**config.mk**
```make
export PLATFORM = sky130hd
export DESIGN_NAME = v3alu_sqrt
export DESIGN_NICKNAME = d
export VERILOG_FILES = /design/src/hdl/v3alu_pkg.sv /design/src/hdl/v3alu_sqrt.sv
export SDC_FILE = /design/constraint.sdc
export NUM_CORES = 2
export LEC_CHECK = 0
export BUFFER_PORTS_ARGS = -buffer_cell sky130_fd_sc_hd__buf_4
export CORE_ASPECT_RATIO = 1.75
export CORE_MARGIN = 4
export CORE_UTILIZATION = 45
export CTS_CLUSTER_SIZE = 8
export DETAILED_ROUTE_END_ITERATION = 7
export PLACE_DENSITY_LB_ADDON = 0.15
export SYNTH_ARGS = -nofsm -noshare
export SYNTH_HDL_FRONTEND = slang
export SYNTH_SLANG_ARGS = --single-unit
```
**constraint.sdc**
```tcl
create_clock -name i_clk -period 4.4 [get_ports i_clk]
set_input_delay 0.66 -clock i_clk [delete_from_list [all_inputs] [get_ports i_clk]]
set_output_delay 0.66 -clock i_clk [all_outputs]
set_load 0.1 [all_outputs]
```
**src/hdl/v3alu_pkg.sv**
```systemverilog
// ----------------------------------------------------------------------------
// v3alu_pkg
// Operation codes, word constants and shared types of the vector unit.
// ----------------------------------------------------------------------------
`default_nettype none

package v3alu_pkg;

    localparam int W        = 32;
    localparam int SUM_W    = 66;
    localparam int SQ_STEPS = 32;

    localparam logic [2:0] FN_ADD   = 3'd0;
    localparam logic [2:0] FN_SUB   = 3'd1;
    localparam logic [2:0] FN_SCALE = 3'd2;
    localparam logic [2:0] FN_DOT   = 3'd3;
    localparam logic [2:0] FN_CROSS = 3'd4;
    localparam logic [2:0] FN_LEN   = 3'd5;
    localparam logic [2:0] FN_NORM  = 3'd6;

    localparam logic signed [W-1:0] W_MAX = 32'sh7fff_ffff;
    localparam logic signed [W-1:0] W_MIN = 32'sh8000_0000;

    typedef struct packed {
        logic signed [W-1:0] val;
        logic                clip;
    } t_sat;

    typedef struct packed {
        logic [2:0]          func;
        logic signed [W-1:0] rx;
        logic signed [W-1:0] ry;
        logic signed [W-1:0] rz;
        logic                sat;
        logic                nz;
        logic [2:0][W-1:0]   mag;
        logic [2:0]          neg;
    } t_side;

    function automatic t_sat sat_word(input logic signed [SUM_W-1:0] v);
        t_sat s;
        s.clip = !((&v[SUM_W-1:W-1]) || !(|v[SUM_W-1:W-1]));
        if (s.clip) begin
            s.val = v[SUM_W-1] ? W_MIN : W_MAX;
        end else begin
            s.val = v[W-1:0];
        end
        return s;
    endfunction

endpackage

`default_nettype wire

```
**src/hdl/v3alu_sqrt.sv**
```systemverilog
// ----------------------------------------------------------------------------
// v3alu_sqrt
// Pipelined integer square root of a 64-bit value, one root bit per stage,
// rounded to nearest in a final stage.
// ----------------------------------------------------------------------------
`default_nettype none

module v3alu_sqrt
    import v3alu_pkg::*;
(
    input  wire logic          i_clk,
    input  wire logic [63:0]   i_n,
    output logic      [W-1:0]  o_len
);

    logic [63:0] r_rem  [SQ_STEPS];
    logic [63:0] r_root [SQ_STEPS];
    logic [W-1:0] r_len;

    for (genvar k = 0; k < SQ_STEPS; k++) begin : g_step
        localparam logic [63:0] BIT = 64'd1 << (62 - 2 * k);
        logic [63:0] rem_in, root_in, trial, n_rem, n_root;

        always_comb begin
            rem_in  = (k == 0) ? i_n : r_rem[(k == 0) ? 0 : k - 1];
            root_in = (k == 0) ? 64'd0 : r_root[(k == 0) ? 0 : k - 1];
            trial   = root_in + BIT;
            if (rem_in >= trial) begin
                n_rem  = rem_in - trial;
                n_root = (root_in >> 1) + BIT;
            end else begin
                n_rem  = rem_in;
                n_root = root_in >> 1;
            end
        end

        always_ff @(posedge i_clk) begin
            r_rem[k]  <= n_rem;
            r_root[k] <= n_root;
        end
    end

    always_ff @(posedge i_clk) begin
        r_len <= r_root[SQ_STEPS-1][W-1:0]
               + W'(r_rem[SQ_STEPS-1] > r_root[SQ_STEPS-1]);
    end

    assign o_len = r_len;

endmodule

`default_nettype wire

```
==> impl_metrics.env <==
export IMPL_outcome="completed"
export IMPL_area_growth_pct=15.7
export IMPL_synth_edff_count=0
export IMPL_setup_viol=0
export IMPL_globalRoute_totalOverflow=0
export IMPL_hold_viol=0
export IMPL_slew_headroom=0.142
export IMPL_first_pass_iters=8
export IMPL_tns_ns=0
export IMPL_viasPerCell=5.46
export IMPL_syn_nets=10800
export IMPL_cts_sinks=2608
export IMPL_tightestPinTransition_ns=1.28
export IMPL_nFillCells=20000
export IMPL_seqPwrFrac=0.441
export IMPL_crit_arrival_ns=4.87
export IMPL_fp_dieW_um=365
export IMPL_drive_gt1_frac=0.0855
export IMPL_hold_path_cell_count=3
export IMPL_antenna_found_initial=13
export IMPL_synth_top_cell_area_share=0.520
export IMPL_power_switching_w=0.0265
export IMPL_fmax_mhz=243
export IMPL_syn_inst=10200
export IMPL_seq_area_frac_synth=0.520
export IMPL_drt_iter0_drc=3789
export IMPL_skew_ns=0.0823
export IMPL_p_leak_nw=53.2
export IMPL_yosysTopAreaCell="dfxtp_1"
export IMPL_rsz0062_at_grt="no"
export IMPL_drc=0
export IMPL_yosysMostFrequentCell="dfxtp_1"
export IMPL_path_class="reg2reg"
export IMPL_dr_total_vias=74500
export IMPL_worstPathMaxFanout=6
export IMPL_io_buffers=96
export IMPL_cts_made_buffers=368
export IMPL_start_kind="flip-flop"
export IMPL_end_kind="flip-flop"
export IMPL_drtAntennaViolNets=0
export IMPL_synth_warnings=0
export IMPL_grt_pass1_vias=78200
export IMPL_synthTopCellsByArea="dfxtp_1 52%, ha_1 7.4%, xnor2_1 4.6%, xor2_1 3.9%, a21oi_1 3.4%"
export IMPL_cts_buffer_depth=4
export IMPL_post_cts_buffers=0
export IMPL_place_gp_congestion=0.952
export IMPL_ios=97
export IMPL_synthFlopType="dfxtp_1"
export IMPL_htree_levels=5
export IMPL_synthArstFlopShare=0
export IMPL_drv_cap=0
export IMPL_period_minus_slack_ns=4.11
export IMPL_startpoint="r_root[1][596]"
export IMPL_power_share_clock=0.313
export IMPL_cp_slowest_cell="dfxtp_1"
export IMPL_crit_top_cell="buf_4"
export IMPL_core_area_um2=222000
export IMPL_final_max_slew_violation_count=0
export IMPL_grt_usage=0.268
export IMPL_die_h_um=633
export IMPL_peakVddDrop_mv=0.479
export IMPL_worstPathCellList="buf_12 > inv_1 > ha_1 > nor3_1 > o21ai_0 > buf_4 > a211oi_1 > a21oi_1 > buf_4 > a221oi_1 > buf_4 > o21ai_0 > buf_4 > a2111oi_2 > buf_4 > and2b_1 > nor3b_1 > xor2_1"
export IMPL_swShare=0.336
export IMPL_synthTopCellsByCount="2608 x dfxtp_1, 727 x inv_1, 724 x nor2_1"
export IMPL_synth_seq_cells=2608
export IMPL_regArea_um2=52200
export IMPL_r2r_start="r_root[1][596]"
export IMPL_fin_nets=11400
export IMPL_grt_pass1_wl_mm=468
export IMPL_drt_total_wl_mm=316
export IMPL_dieArea_um2=231000
export IMPL_intPower_w=0.0524
export IMPL_hold_class="in2reg"
export IMPL_min_from="i_n[62]"
export IMPL_wire_per_inst_um=23.2
export IMPL_post_route_period_util=0.934
export IMPL_multi_input_area_um2=44700
export IMPL_power_density_nw_per_um2=680
export IMPL_pwr_share_comb=0.246
export IMPL_synth_distinct_cells=104
export IMPL_r2r_cells=18
export IMPL_syn_area_per_cell_um2=9.88
export IMPL_grt_max_degree=64
export IMPL_timing_hold_ws_ns=0.0626
export IMPL_cts_tree="done"
export IMPL_dpl_hpwl_mm=252
export IMPL_rows=229
export IMPL_cts_resized=0
export IMPL_clock_latency_ns=0.91
export IMPL_start_util=0.452
export IMPL_netlist_area_um2=100000
export IMPL_cts_root_buffer="clkbuf_16"
export IMPL_crit_required_ns=5.16
export IMPL_path_clk_slew_ns=0.05
export IMPL_cp_slowest_stage_delay_ns=0.44
==> what timing repair did <==
action | 4_1_cts | 5_1_grt
hold buffers | 63 | 0
hold endpoints to repair | 63 | 0
setup endpoints to repair | 0 | 0
==> flip-flops by register name, summed over array words and instances, names as in the netlist <==
name    flops
o_len      32
r_rem    2048
r_root    528
==> cells by family after synthesis <==
logic type	Yosys count	synth area share
compound gates	1895	0.117
xor+xnor	973	0.0849
fa+ha+maj	594	0.0740
buf+inv	922	0.0349
flops	2608	0.520
mux	114	0.0128
simple gates	3049	0.157
==> layer usage <==
metal / wire [µm] / global-route usage / vias to the layer above
li1: - / - / 36300
met1: 99300 / 0.229 / 35300
met2: 174000 / 0.534 / 1907
met3: 11200 / 0.0405 / 996
met4: 31100 / 0.219 / 4
met5: 31 / 0 / -
==> critical path: cells and delay by family, from the launching register on <==
kind                       cells  cell delay [ns]
adders and majority gates      1             0.21
xor gates and xnor gates       1             0.17
and+or+nand+nor                3             0.76
AOI/OAI and AO/OA              6             1.35
DFF                            1             0.44
buffers and inverters          7             1.12
==> per-stage QoR <==
stage          area [µm²]  total power (W)  utilization  cells  worst slack (ns)
6_report           116000           0.0789        0.523  13600             0.289
5_1_grt            116000           0.0828        0.523  13600            0.0583
4_1_cts            116000           0.0794        0.523  13600             0.271
3_5_place_dp       106000           0.0543        0.476  13200             0.281
3_3_place_gp       106000           0.0543        0.476  13200             0.295
2_1_floorplan      100000           0.0466            -  10200              1.07
==> power by group through the flow <==
| stage | logic, W | registers [W] | clock network (W) |
|---|---|---|---|
| 2_1_floorplan | 0.0141 | 0.0325 | 0 |
| 3_3_place_gp | 0.0191 | 0.0351 | 0 |
| 3_5_place_dp | 0.0192 | 0.0351 | 0 |
| 4_1_cts | 0.0194 | 0.0347 | 0.0253 |
| 5_1_grt | 0.0214 | 0.0352 | 0.0262 |
| 6_report | 0.0194 | 0.0348 | 0.0247 |
==> cell type report <==
class | count | share of cell area
Clock inverter | 17 | 0.00312
Inverter | 731 | 0.0236
Multi-Input combinational cell | 6625 | 0.385
Tap cell | 2887 | 0.0311
Clock buffer | 376 | 0.0807
Antenna cell | 12 | 0.000259
Timing Repair Buffer | 375 | 0.0266
Sequential cell | 2608 | 0.450
==> cells in the final DEF, fill, tap and decap left out, types with 63 or more instances in the layout <==
cell type / netlist / final
or3_1: 99 / 99
nor2_1: 724 / 723
xnor2_1: 525 / 525
mux2_2: 105 / 105
nand4_1: 167 / 167
o21a_1: 89 / 89
nor2b_1: 74 / 74
buf_4: 2 / 303
nand2_1: 632 / 632
a21oi_1: 677 / 676
nand3_1: 160 / 160
ha_1: 594 / 594
clkbuf_16: 0 / 374
nor3_1: 293 / 292
a21o_1: 225 / 225
xor2_1: 448 / 448
nand2b_1: 133 / 133
dfxtp_1: 2608 / 2608
dlygate4sd3_1: 0 / 63
inv_1: 727 / 726
o21ai_0: 434 / 433
nor4_1: 357 / 357
==> path summary, 6_finish.rpt <==
path,to,slack [ns]
max reg2reg,r_rem[1][701],0.29
min reg2reg,r_rem[0][279],0.29
max,r_rem[1][701],0.29
min,r_rem[0][62],0.06
Power figures use the tool's default switching activity.
